<file path="src/rtl/psm_pkg.sv">
package psm_pkg;

  // Coordinate format: signed Q(COORD_W-FRAC_BITS).FRAC_BITS.
  // Spans of COORD_W <= 30 bits stay below 2^31, so no normalization shift is needed.
  localparam int COORD_W    = 24;
  localparam int FRAC_BITS  = 8;
  localparam int THICK_W    = 16;
  localparam int MUL_W      = 16;

  localparam int DELTA_W    = COORD_W + 1;
  localparam int ABS_W      = COORD_W;
  localparam int SQ_W       = 2 * ABS_W + 1;
  localparam int ROOT_W     = ABS_W + 1;
  localparam int SQRT_LAT   = ROOT_W;
  localparam int SQRT_PAD_W = 2 * SQRT_LAT;
  localparam int REM_W      = ROOT_W + 3;

  localparam int UNIT_SHIFT = 30;
  localparam int QUO_W      = UNIT_SHIFT + 1;
  localparam int DIV_LAT    = QUO_W;

  localparam int KPROD_W    = THICK_W + MUL_W + 1;
  localparam int KABS_W     = THICK_W + MUL_W - 1;
  localparam int PROD_W     = KABS_W + QUO_W;
  localparam int OFF_SHIFT  = 45 - FRAC_BITS;
  localparam int M_W        = PROD_W - OFF_SHIFT;
  localparam int OFF_W      = M_W + 1;
  localparam int FIN_W      = ((OFF_W > DELTA_W) ? OFF_W : DELTA_W) + 2;

  localparam int DL_LEN     = SQRT_LAT + DIV_LAT;

  typedef struct packed {
    logic signed [COORD_W-1:0] start_x;
    logic signed [COORD_W-1:0] start_y;
    logic signed [COORD_W-1:0] end_x;
    logic signed [COORD_W-1:0] end_y;
    logic        [THICK_W-1:0] thickness;
    logic signed [MUL_W-1:0]   multiplier;
  } psm_in_t;

  typedef struct packed {
    logic signed [COORD_W-1:0] first_x;
    logic signed [COORD_W-1:0] first_y;
    logic signed [COORD_W-1:0] second_x;
    logic signed [COORD_W-1:0] second_y;
    logic                      degenerate;
    logic                      saturated;
  } psm_out_t;

  // Per-transaction sideband that rides alongside the sqrt and divide pipes.
  typedef struct packed {
    logic        [ABS_W-1:0]   ax;
    logic        [ABS_W-1:0]   ay;
    logic        [KABS_W-1:0]  kabs;
    logic                      offx_neg;
    logic                      offx_zero;
    logic                      offy_neg;
    logic                      offy_zero;
    logic                      deg;
    logic signed [DELTA_W-1:0] sumx;
    logic signed [DELTA_W-1:0] sumy;
    logic signed [COORD_W-1:0] sx;
    logic signed [COORD_W-1:0] sy;
  } psm_side_t;

endpackage

</file>
<file path="src/rtl/psm_isqrt.sv">
// Pipelined integer square root, one result bit per stage.
module psm_isqrt import psm_pkg::*; (
  input  logic              clk,
  input  logic              en,
  input  logic [SQ_W-1:0]   radicand,
  output logic [ROOT_W-1:0] root
);

  logic [SQRT_PAD_W-1:0] n_r    [SQRT_LAT-1];
  logic [REM_W-1:0]      rem_r  [SQRT_LAT-1];
  logic [ROOT_W-1:0]     root_r [SQRT_LAT];

  for (genvar i = 0; i < SQRT_LAT; i++) begin : g_step
    logic [SQRT_PAD_W-1:0] n_in;
    logic [REM_W-1:0]      rem_in;
    logic [ROOT_W-1:0]     root_in;
    logic [REM_W+1:0]      trial;
    logic [REM_W+1:0]      test;
    logic [REM_W-1:0]      rem_nxt;
    logic [ROOT_W-1:0]     root_nxt;

    if (i == 0) begin : g_first
      assign n_in    = SQRT_PAD_W'(radicand);
      assign rem_in  = '0;
      assign root_in = '0;
    end else begin : g_next
      assign n_in    = n_r[i-1];
      assign rem_in  = rem_r[i-1];
      assign root_in = root_r[i-1];
    end

    always_comb begin
      trial = {rem_in, n_in[SQRT_PAD_W-1-2*i -: 2]};
      test  = (REM_W+2)'({root_in, 2'b01});
      if (trial >= test) begin
        rem_nxt  = REM_W'(trial - test);
        root_nxt = {root_in[ROOT_W-2:0], 1'b1};
      end else begin
        rem_nxt  = REM_W'(trial);
        root_nxt = {root_in[ROOT_W-2:0], 1'b0};
      end
    end

    always_ff @(posedge clk) begin
      if (en) begin
        root_r[i] <= root_nxt;
      end
    end

    if (i < SQRT_LAT - 1) begin : g_carry
      always_ff @(posedge clk) begin
        if (en) begin
          n_r[i]   <= n_in;
          rem_r[i] <= rem_nxt;
        end
      end
    end
  end

  assign root = root_r[SQRT_LAT-1];

endmodule

</file>
<file path="config.mk">
export PLATFORM = sky130hd
export DESIGN_NAME = psm_isqrt
export DESIGN_NICKNAME = d
export VERILOG_FILES = /design/src/rtl/psm_pkg.sv /design/src/rtl/psm_isqrt.sv
export SDC_FILE = /design/constraint.sdc
export NUM_CORES = 2
export LEC_CHECK = 0
export BUFFER_PORTS_ARGS = -buffer_cell sky130_fd_sc_hd__buf_4
export CORE_ASPECT_RATIO = 0.7
export CORE_MARGIN = 3
export CORE_UTILIZATION = 64
export DETAILED_ROUTE_END_ITERATION = 10
export PLACE_DENSITY_LB_ADDON = 0.25
export SYNTH_ARGS = -nofsm -noshare
export SYNTH_HDL_FRONTEND = slang
export SYNTH_SLANG_ARGS = --single-unit
</file>
<file path="constraint.sdc">
create_clock -name clk -period 4.7 [get_ports clk]
set_input_delay 0.47 -clock clk [delete_from_list [all_inputs] [get_ports clk]]
set_output_delay 0.47 -clock clk [all_outputs]
set_load 0.05 [all_outputs]
</file>
==> results.md <==
- Proportion of register bits with asynchronous set or reset after synthesis: 0%
- Final wirelength: 141 mm
- Standard-cell row count: 102
- Share of total power consumed by net switching: 27.4%
- Number of placed I/O pins: 76
- Post-Synthesis Net Count: 5,905
- Fin area: 0.0795 mm²
- Critical path required time: 5.22 ns
- First-pass DRT Iterations: 9
- Area of placed instances: 0.0744 mm²
- Total number of nets in the final design: 6,140
- All-layer global routing usage: 24.3%
- Initial standard-cell utilization of the core: 64.7%
- Outcome: finished, final reports clean
- Mapped Avg Cell Area: 13.0 µm²
- Type of the tightest min-delay check: input port to flop
- Layer with the highest usage after global routing: met1
- Critical path capture point type: flop
- Total congestion overflow after global routing: 0
- Total Negative Setup Slacks: 0 ns
- Hold EP: n_r[0][21]$_DFFE_PP_
- Mapped Cells: 5,505
- Critical Path Fanout Max: 28
- Synthesis Warnings: 0
- Worst slew margin relative to its limit: 27.1%
- Synthesized flop and latch total: 1,552
- Critical path class: flop to flop
- Setup repair after global routing missed its margin: no
- Setup violations, final: 0
- Sw Pwr: 9.92 mW
- Drt wl/cell: 19.3 µm
- Combinational group share of total power: 17.6%
- Worst skew pair latency: 0.78 ns
- Worst clock skew: 0.0237 ns
- Post-route fraction of the period consumed by the critical path: 86.2%
- Number of vias after detailed routing: 43,468
- Crit path launch: rem_r[2][171]$_DFFE_PP_
- Clock transition time at the flip-flop clock pins of the worst setup and hold paths: 0.06 ns
- TritonCTS clock tree: yes
- Worst reg2reg path depth: 10
- Number of endpoints with negative hold slack in the final report: 0
- Antenna violation net count after detailed routing: 0
- Total internal power: 26.3 mW
- Sequential cell fraction of total power: 50.7%
- R2r startpoint: rem_r[2][171]$_DFFE_PP_
- Met3 track demand over resource: 4.17%
- Die height: 286 µm
- TritonCTS Buffers: 146
- Clk network pwr share: 31.6%
- Distinct cells, synth: 90
- DRT iter0 DRCs: 4,608
- Routability congestion estimate from global placement: 0.927
- Data arrival at the endpoint of the critical path: 4.57 ns
- Die footprint: 0.116 mm²
- Diodes inserted: 0
- Most used flip-flop cell after synthesis: edfxtp_1
- Area Overhead vs Synth: 10.9%
- PostCTS Resize Cnt: 0
- Startpoint of the most critical hold path: en
- Setup crit start kind: flop
- Fraction of the yosys area taken by sequential cells: 65.0%
- CORE AREA: 0.111 mm²
- Max-slew violation count: 0
- Sum of net half-perimeters after detailed placement: 99.3 mm
- Total of buffers placed on input and output ports: 75
- Critical register-to-register path endpoint: rem_r[2][205]$_DFFE_PP_
- Met2 track utilization from global routing: 35.3%
- First-pass GRT wire length: 224 mm
- Post-synthesis instance area: 0.0717 mm²
- Setup slack of the most critical reg-to-reg path: 0.65 ns
- Number of cells on the worst hold path: 1
- Master cell of the clock root buffer: clkbuf_16
- Worst-Margin Slew: 1.08 ns
- Timing-limited maximum frequency: 247 MHz
- Maximum root-to-sink buffer count: 3
- Vias in the first global route: 41,377
- Number of H-tree levels: 4
- Share of layout cells above drive strength 1: 7.50%
- Post-synth EDFFs: 1,552
- Width of the die: 406 µm
- Vias/cell: 5.94
- Areal power density over the cells: 456 mW/mm²
- DRC violation count after routing: 0
- CTS Sinks: 1,552
- Max Cap Viol: 0
- Largest net degree at the start of global routing: 168
- Grt met1 use: 39.0%
- Final critical delay including setup and external delays: 4.05 ns
- Worst-case vdd ir drop: 0.403 mV
- Number of antenna violations at the first check in global routing: 0
- Static power due to leakage: 30.4 nW
## critical path, stage by stage (launching register included)
cell	delay, ns
edfxtp_1	0.39
ha_1	0.38
a21oi_1	0.17
o21ai_0	0.23
a311o_1	0.46
o21ai_1	0.31
nor2b_1	0.16
a41o_1	0.32
or4b_1	0.79
buf_12	0.27
mux2_2	0.30
## per-layer routing
| layer | vias up | routed length [µm] |
|---|---|---|
| met5 | - | 0 |
| met4 | 0 | 1630 |
| met3 | 143 | 10200 |
| met2 | 1395 | 61300 |
| met1 | 21111 | 68000 |
| li1 | 20819 | - |
## worst max path at each step
| stage | endpoint | slack (ns) | cells after the start |
|---|---|---|---|
| floorplan | rem_r[2][207]$_DFFE_PP_ | 1.39 | 11 |
| global placement | rem_r[2][203]$_DFFE_PP_ | 0.81 | 10 |
| detailed placement | rem_r[2][205]$_DFFE_PP_ | 0.73 | 10 |
| CTS | rem_r[2][205]$_DFFE_PP_ | 0.71 | 10 |
| global route | rem_r[2][205]$_DFFE_PP_ | 0.47 | 10 |
| finish | rem_r[2][205]$_DFFE_PP_ | 0.65 | 10 |
## registers in the layout, indices dropped and copies added, names as in the netlist
name / flops
root_r: 310
n_r: 615
rem_r: 627
## through the flow
step / hold slack [ns] / worst slack, ns / power (mW) / cells / util, %
2_1_floorplan: 0.400 / 1.39 / 22.8 / 5505 / -
3_3_place_gp: 0.401 / 0.812 / 24.6 / 6999 / 67.1
3_5_place_dp: 0.405 / 0.734 / 24.8 / 6999 / 67.1
4_1_cts: 0.282 / 0.712 / 36.4 / 7313 / 71.7
5_1_grt: 0.330 / 0.468 / 37.9 / 7313 / 71.7
6_report: 0.272 / 0.648 / 36.2 / 7313 / 71.7
## cells by family (layout without fill, tap and decap cells)
kind of cell | count (synthesis) | count (layout) | share of synthesized area, %
AOI/OAI and AO/OA | 1089 | 1089 | 9.50
xor gates and xnor gates | 500 | 500 | 6.11
other | 1 | 1 | 0.00523
and+or+nand+nor | 1424 | 1424 | 9.65
muxes | 56 | 56 | 0.857
buffers and inverters | 534 | 886 | 2.81
adders and majority gates | 349 | 349 | 6.09
DFF | 1552 | 1552 | 65.0
## final cells by class
type                       instances  area, µm²
fill                            7325      31400
clock inverter                    96        877
clock buffer                     169       3760
inverter                         440       1650
tap                             1456       1820
multi-input combinational       3419      23100
timing repair buffer             181       1680
sequential                      1552      46600
## layout by cell type (no fill, tap or decap), drive strengths merged, types with 29 or more instances in the layout
cell type / n
edfxtp: 1552
inv: 444
nand2: 391
nor2: 372
ha: 349
a21oi: 315
o21ai: 297
xnor2: 256
xor2: 244
clkbuf: 169
buf: 132
nor3: 131
a21o: 120
nand3: 94
nor4: 78
clkinv: 77
nand2b: 73
o21a: 63
or3: 49
dlygate4sd3: 49
nor2b: 45
mux2: 43
nand4: 42
o31ai: 38
o21bai: 35
a211oi: 32
a31oi: 32
or2: 29
## repair_timing
action	CTS	global route
hold buffers	49	0
setup buffers	0	0
endpoints found under the hold margin	49	0
## synthesized netlist by cell type, drive strengths merged (9+ instances only)
cell | n | area, µm²
a2111oi | 13 | 139
a31oi | 32 | 200
a211oi | 32 | 240
xor2 | 244 | 2140
a21oi | 315 | 1580
a21o | 120 | 901
buf | 17 | 77.6
nand2 | 391 | 1470
and3 | 22 | 138
and2 | 16 | 100
o21bai | 35 | 263
nor4 | 78 | 515
a21boi | 14 | 105
inv | 437 | 1640
or3 | 49 | 307
mux2i | 13 | 130
o41ai | 13 | 114
nand3b | 14 | 118
nand4 | 42 | 263
nor3b | 9 | 67.6
ha | 349 | 4370
or2 | 29 | 181
o211ai | 22 | 165
or4 | 28 | 218
o21a | 63 | 473
nand3 | 94 | 470
nor3 | 131 | 661
o21ai | 297 | 1490
o31ai | 38 | 285
edfxtp | 1552 | 46600
nor2b | 45 | 282
mux2 | 43 | 484
nor2 | 372 | 1400
xnor2 | 256 | 2240
nand2b | 73 | 457
clkbuf | 77 | 289
## power by group through the flow
stage	clock [mW]	sequential, mW	combinational (mW)
2_1_floorplan	0	18.2	4.57
5_1_grt	12.3	18.5	7.08
4_1_cts	11.7	18.4	6.29
6_report	11.5	18.4	6.39
3_5_place_dp	0	18.6	6.19
3_3_place_gp	0	18.6	6.01
No activity file was read; power rests on OpenSTA's default activity.
