--- config.mk ---
export PLATFORM = sky130hd
export DESIGN_NAME = psm_udiv
export DESIGN_NICKNAME = d
export VERILOG_FILES = /design/src/rtl/psm_pkg.sv /design/src/rtl/psm_udiv.sv
export SDC_FILE = /design/constraint.sdc
export NUM_CORES = 2
export LEC_CHECK = 0
export BUFFER_PORTS_ARGS = -buffer_cell sky130_fd_sc_hd__buf_2
export CAP_MARGIN = 10
export CORE_MARGIN = 2
export CORE_UTILIZATION = 52
export CTS_CLUSTER_DIAMETER = 60
export DETAILED_ROUTE_END_ITERATION = 6
export PLACE_DENSITY = 0.65
export SLEW_MARGIN = 40
export SYNTH_ARGS = -nofsm -noshare
export SYNTH_HDL_FRONTEND = slang
export SYNTH_SLANG_ARGS = --single-unit
--- constraint.sdc ---
create_clock -name clk -period 4 [get_ports clk]
set_input_delay 0.6 -clock clk [delete_from_list [all_inputs] [get_ports clk]]
set_output_delay 0.6 -clock clk [all_outputs]
set_load 0.005 [all_outputs]
--- src/rtl/psm_pkg.sv ---
package psm_pkg;

  // Coordinate format: signed Q(COORD_W-FRAC_BITS).FRAC_BITS.
  // Spans of COORD_W <= 30 bits stay below 2^31, so no normalization shift is needed.
  localparam int COORD_W    = 24;
  localparam int FRAC_BITS  = 8;
  localparam int THICK_W    = 16;
  localparam int MUL_W      = 16;

  localparam int DELTA_W    = COORD_W + 1;
  localparam int ABS_W      = COORD_W;
  localparam int SQ_W       = 2 * ABS_W + 1;
  localparam int ROOT_W     = ABS_W + 1;
  localparam int SQRT_LAT   = ROOT_W;
  localparam int SQRT_PAD_W = 2 * SQRT_LAT;
  localparam int REM_W      = ROOT_W + 3;

  localparam int UNIT_SHIFT = 30;
  localparam int QUO_W      = UNIT_SHIFT + 1;
  localparam int DIV_LAT    = QUO_W;

  localparam int KPROD_W    = THICK_W + MUL_W + 1;
  localparam int KABS_W     = THICK_W + MUL_W - 1;
  localparam int PROD_W     = KABS_W + QUO_W;
  localparam int OFF_SHIFT  = 45 - FRAC_BITS;
  localparam int M_W        = PROD_W - OFF_SHIFT;
  localparam int OFF_W      = M_W + 1;
  localparam int FIN_W      = ((OFF_W > DELTA_W) ? OFF_W : DELTA_W) + 2;

  localparam int DL_LEN     = SQRT_LAT + DIV_LAT;

  typedef struct packed {
    logic signed [COORD_W-1:0] start_x;
    logic signed [COORD_W-1:0] start_y;
    logic signed [COORD_W-1:0] end_x;
    logic signed [COORD_W-1:0] end_y;
    logic        [THICK_W-1:0] thickness;
    logic signed [MUL_W-1:0]   multiplier;
  } psm_in_t;

  typedef struct packed {
    logic signed [COORD_W-1:0] first_x;
    logic signed [COORD_W-1:0] first_y;
    logic signed [COORD_W-1:0] second_x;
    logic signed [COORD_W-1:0] second_y;
    logic                      degenerate;
    logic                      saturated;
  } psm_out_t;

  // Per-transaction sideband that rides alongside the sqrt and divide pipes.
  typedef struct packed {
    logic        [ABS_W-1:0]   ax;
    logic        [ABS_W-1:0]   ay;
    logic        [KABS_W-1:0]  kabs;
    logic                      offx_neg;
    logic                      offx_zero;
    logic                      offy_neg;
    logic                      offy_zero;
    logic                      deg;
    logic signed [DELTA_W-1:0] sumx;
    logic signed [DELTA_W-1:0] sumy;
    logic signed [COORD_W-1:0] sx;
    logic signed [COORD_W-1:0] sy;
  } psm_side_t;

endpackage

--- src/rtl/psm_udiv.sv ---
// Pipelined restoring divider: quo = (num << UNIT_SHIFT) / den, num <= den.
module psm_udiv import psm_pkg::*; (
  input  logic              clk,
  input  logic              en,
  input  logic [ABS_W-1:0]  num,
  input  logic [ROOT_W-1:0] den,
  output logic [QUO_W-1:0]  quo
);

  logic [ROOT_W-1:0] rem_r [DIV_LAT-1];
  logic [ROOT_W-1:0] den_r [DIV_LAT-1];
  logic [QUO_W-1:0]  q_r   [DIV_LAT];

  for (genvar j = 0; j < DIV_LAT; j++) begin : g_step
    logic [ROOT_W:0]   trial;
    logic [ROOT_W-1:0] den_in;
    logic [QUO_W-1:0]  q_in;
    logic              ge;
    logic [ROOT_W-1:0] rem_nxt;

    if (j == 0) begin : g_first
      // First step sees the whole numerator; later steps shift in zeros.
      assign trial  = (ROOT_W+1)'(num);
      assign den_in = den;
      assign q_in   = '0;
    end else begin : g_next
      assign trial  = {rem_r[j-1], 1'b0};
      assign den_in = den_r[j-1];
      assign q_in   = q_r[j-1];
    end

    always_comb begin
      ge      = (trial >= {1'b0, den_in});
      rem_nxt = ge ? ROOT_W'(trial - {1'b0, den_in}) : ROOT_W'(trial);
    end

    always_ff @(posedge clk) begin
      if (en) begin
        q_r[j] <= {q_in[QUO_W-2:0], ge};
      end
    end

    if (j < DIV_LAT - 1) begin : g_carry
      always_ff @(posedge clk) begin
        if (en) begin
          rem_r[j] <= rem_nxt;
          den_r[j] <= den_in;
        end
      end
    end
  end

  assign quo = q_r[DIV_LAT-1];

endmodule

==> summary by stage <==
STA
The final setup skew is about 0.039 ns. Setup repair after global routing left no endpoint under its margin. Setup violations remaining at the end of the flow were counted as 0.

The worst pin sits at a relative slew slack of 28.8%. The slew at the pin closest to its max-slew limit is about 1.1 ns. The smallest clock period supported by the final layout is computed as about 3.7 ns. Timing would allow up to roughly 270 MHz. Dividing the final minimum period by the clock period gives approximately 94%. The count of pins over their slew limit was 0. The final-report hold violation count is 0. The post-route setup TNS is 0 ns.

Detailed routing
The violation count after the first detailed-route iteration is about 5,400. After detailed routing, the total wire length is around 230,000 microns. For this run, design rule violations remaining after detail routing come to 0. The total vias in the final route is 68,800. Once detail routing completed, the nets flagged for antenna violations numbered 0.

The iteration count of the initial detailed-routing pass is 6. Using the TritonRoute via totals, the vias-per-cell ratio works out to between 5 and 6. The final routed wire length divided by cell count is 19.1 microns.

Die
The standard-cell row count is about 170. During I/O placement, the number of pins put on the boundary was 82. The starting density of the core is ~52%. Measured along the y axis, the die boundary spans about 460 microns. The core region is about 0.2 sq mm.

In this run the horizontal extent of the chip is 459 microns. The die covers 0.210 sq mm.

Power
In this run the power density over the cells is 815 mW/mm^2. For this design the static power due to leakage is 0.0485 uW. The total power consumption of the routed design is 97,700 uW. The peak ir drop on the vdd network is between 0.0005 and 0.0006 V.

Placement
Input and output buffers added on the ports amount to between 80 and 90. The detailed-placement wirelength estimate is roughly 170,000 microns. Routability-driven placement finished with a final weighted congestion of 0.922.

Clock network
TritonCTS built the clock tree. Buffers inserted during clock tree synthesis total 217. The clock root buffer master is sky130_fd_sc_hd__clkbuf_16. At the later pin of the worst-skew pair, clock insertion delay measures between 0.8 and 0.9 ns.

The clock sink count is about 2,000. The maximum clock path buffer count is 3. The post-CTS clock slew at the launch and capture registers of the worst setup and hold paths is approximately 0.06 ns. The H-tree was split into 4 levels.

Min path
The tightest min-delay check is of the input pin to register type. The critical hold path startpoint is num[15].

Synthesis
The sequential share of the synthesized area is between 50% and 60%. Counting distinct cell types in the post-synthesis netlist gives a little over 90. The number of nets handed over by synthesis was 9,885. In the synthesized netlist the dominant register cell turns out to be sky130_fd_sc_hd__edfxtp_1. The number of register bits inferred by synthesis is roughly 2,000. The total of warnings raised by yosys is 0.

The gate count of the mapped netlist is approximately 9,000. The area of the mapped netlist is roughly 0.11 sq mm. The synthesized design contains around 2,000 enable-type register cells. Each instance of the synthesized netlist takes up on average 11.9 sq um. In the synthesized netlist the async set-or-reset flop fraction comes to 0%.

Cells and area
The net count of the finished layout is slightly above 10,000. Fill cells in the final layout number 16,500. The library cells used most frequently in the layout, excluding fill and tap cells, are sky130_fd_sc_hd__edfxtp_1 (1,996), sky130_fd_sc_hd__inv_1 (962), sky130_fd_sc_hd__a21oi_1 (776).

The most common library cell in the layout ignoring fill and taps is sky130_fd_sc_hd__edfxtp_1. Of the cells placed in the final design, the portion with a size suffix greater than 1 is 10.3%. Relative to the synthesized area, the layout overhead comes to 11.5%.

Worst setup path
Walking the worst path, the cells encountered are fa_1 -> nor2b_1 -> o21a_1 -> o21ai_0 -> a31oi_1 -> a21oi_1 -> o211ai_1 -> a211oi_1 -> o31ai_4 -> buf_4 -> mux2_2. The worst setup path is captured at a register. The source of the critical timing path is den_r[0][50]. At the worst endpoint, the arrival time is between 4 and 5 ns. The maximum single-stage delay on the critical path is 0.47 ns. Of all nets on the critical path, the largest fanout is 40.

The startpoint identified for the worst register-to-register timing path is den_r[0][50]. The category of the worst setup path launch point is a register. The worst setup path is of the register to register kind. The endpoint required time on the critical path is ~4.6 ns. The slowest stage of the critical path belongs to the cell sky130_fd_sc_hd__fa_1. The category of cells accounting for the largest share of critical-path delay is compound AO/OA/AOI/OAI gates. The count of buffering cells on the critical path with inverters included is 1.

Job
Across the run, the number of max-cap violations was 0.

Global route
The initial antenna violation count was 1. The first global-routing pass estimated roughly 370,000 microns of wire. The largest net degree at the start of global routing is approximately 120. The via count of the first global-routing pass is between 60,000 and 70,000. The overflow left after global routing is 0.

The total routing resource utilization after global routing is 21.8%.

Run status
The flow ran to the end, and the final reports show no timing, DRC or antenna violations.
==> logic make-up (layout without fill, tap and decap cells) <==
family / Yosys count / after routing / synth area share, %
buffers and inverters: 1124 / 1596 / 4.02
AO/OA/AOI/OAI: 2219 / 2219 / 13.1
flip-flops: 1996 / 1996 / 55.8
other: 0 / 3 / 0
multiplexers: 412 / 412 / 4.30
adder cells (fa/ha/maj): 803 / 803 / 9.56
AND/OR/NAND/NOR: 1878 / 1879 / 8.40
XOR/XNOR: 599 / 599 / 4.88
==> routing by layer <==
metal / track usage [%] / wire length, microns / vias up
met2: 38.0 / 116000 / 1371
met1: 28.7 / 102000 / 33200
met4: 5.88 / 5570 / 0
met3: 2.85 / 9190 / 365
met5: 0 / 0 / -
li1: - / - / 33900
==> metrics by stage <==
stage	worst slack (ns)	utilization, %	instance area (sq um)	cells	hold WS (ns)
final	0.258	58.5	120000	12200	0.0810
after global routing	0.0415	58.4	120000	12200	0.0310
after CTS	0.225	58.4	120000	12200	0.00600
after detailed placement	0.157	54.7	112000	11800	0.405
after global placement	0.0579	54.7	112000	11800	0.400
after floorplan	0.484	-	107000	9031	0.400
==> synthesized netlist by cell type (30+ instances only) <==
cell,number,area share (%)
sky130_fd_sc_hd__xnor2_1,398,3.2
sky130_fd_sc_hd__and2_1,45,0.26
sky130_fd_sc_hd__a21boi_0,33,0.23
sky130_fd_sc_hd__o21a_1,119,0.83
sky130_fd_sc_hd__nor2b_1,115,0.67
sky130_fd_sc_hd__and3_1,59,0.34
sky130_fd_sc_hd__or3_1,54,0.31
sky130_fd_sc_hd__a21oi_1,777,3.6
sky130_fd_sc_hd__xor2_1,201,1.6
sky130_fd_sc_hd__a211oi_1,50,0.35
sky130_fd_sc_hd__edfxtp_1,1996,56
sky130_fd_sc_hd__mux2_2,342,3.6
sky130_fd_sc_hd__mux2_1,39,0.41
sky130_fd_sc_hd__nand4_1,113,0.66
sky130_fd_sc_hd__a21o_1,320,2.2
sky130_fd_sc_hd__buf_2,35,0.16
sky130_fd_sc_hd__nor3_1,129,0.60
sky130_fd_sc_hd__o211ai_1,38,0.27
sky130_fd_sc_hd__nor2_1,608,2.1
sky130_fd_sc_hd__o31ai_1,38,0.27
sky130_fd_sc_hd__nand3_1,122,0.57
sky130_fd_sc_hd__or2_2,31,0.18
sky130_fd_sc_hd__o21ai_0,405,1.9
sky130_fd_sc_hd__ha_1,773,9.0
sky130_fd_sc_hd__fa_1,30,0.56
sky130_fd_sc_hd__nand2b_1,111,0.65
sky130_fd_sc_hd__o21bai_1,73,0.51
sky130_fd_sc_hd__nand2_1,405,1.4
sky130_fd_sc_hd__a31oi_1,72,0.42
sky130_fd_sc_hd__inv_1,962,3.4
sky130_fd_sc_hd__clkbuf_1,109,0.38
==> sequential cells by signal (all words and copies together) (netlist names) <==
register	cells
den_r	750
rem_r	750
q_r	496
==> worst paths after layout <==
check / to / slack (ns) / cells after the start
min: rem_r[0][15] / 0.08 / 2
max: rem_r[0][79] / 0.26 / 11
max reg2reg: rem_r[0][79] / 0.26 / 11
min reg2reg: q_r[1][406] / 0.41 / 0
==> worst register-to-register path, stage by stage, from the launching register on <==
cell,delay [ns]
sky130_fd_sc_hd__edfxtp_1,0.46
sky130_fd_sc_hd__fa_1,0.47
sky130_fd_sc_hd__nor2b_1,0.13
sky130_fd_sc_hd__o21a_1,0.13
sky130_fd_sc_hd__o21ai_0,0.15
sky130_fd_sc_hd__a31oi_1,0.38
sky130_fd_sc_hd__a21oi_1,0.22
sky130_fd_sc_hd__o211ai_1,0.27
sky130_fd_sc_hd__a211oi_1,0.15
sky130_fd_sc_hd__o31ai_4,0.29
sky130_fd_sc_hd__buf_4,0.41
sky130_fd_sc_hd__mux2_2,0.42
==> final cells by class <==
class	instances	area, sq um	area share [%]
flip-flops and latches	1996	59900	50.0
multi-input cells	5912	43400	36.2
clock buffers	249	5590	4.67
inverters	964	3620	3.02
well taps	2688	3360	2.81
repair buffers	227	2170	1.81
clock inverters	156	1730	1.45
diodes	3	7.51	0.00627
==> where the power goes <==
part	switching [uW]	total (uW)	internal, uW
registers	3410	34200	30800
logic	23400	43200	19800
clock network	8470	20300	11800
total	35200	97700	62500
==> what timing repair did <==
| action | CTS | global route |
|---|---|---|
| hold buffers | 28 | 0 |
| setup buffers | 0 | 0 |
| endpoints found under the hold margin | 28 | 0 |
| resized for setup | 0 | 5 |
| endpoints found under the setup margin | 0 | 46 |
Note: power is estimated with default switching activity, not from simulation.
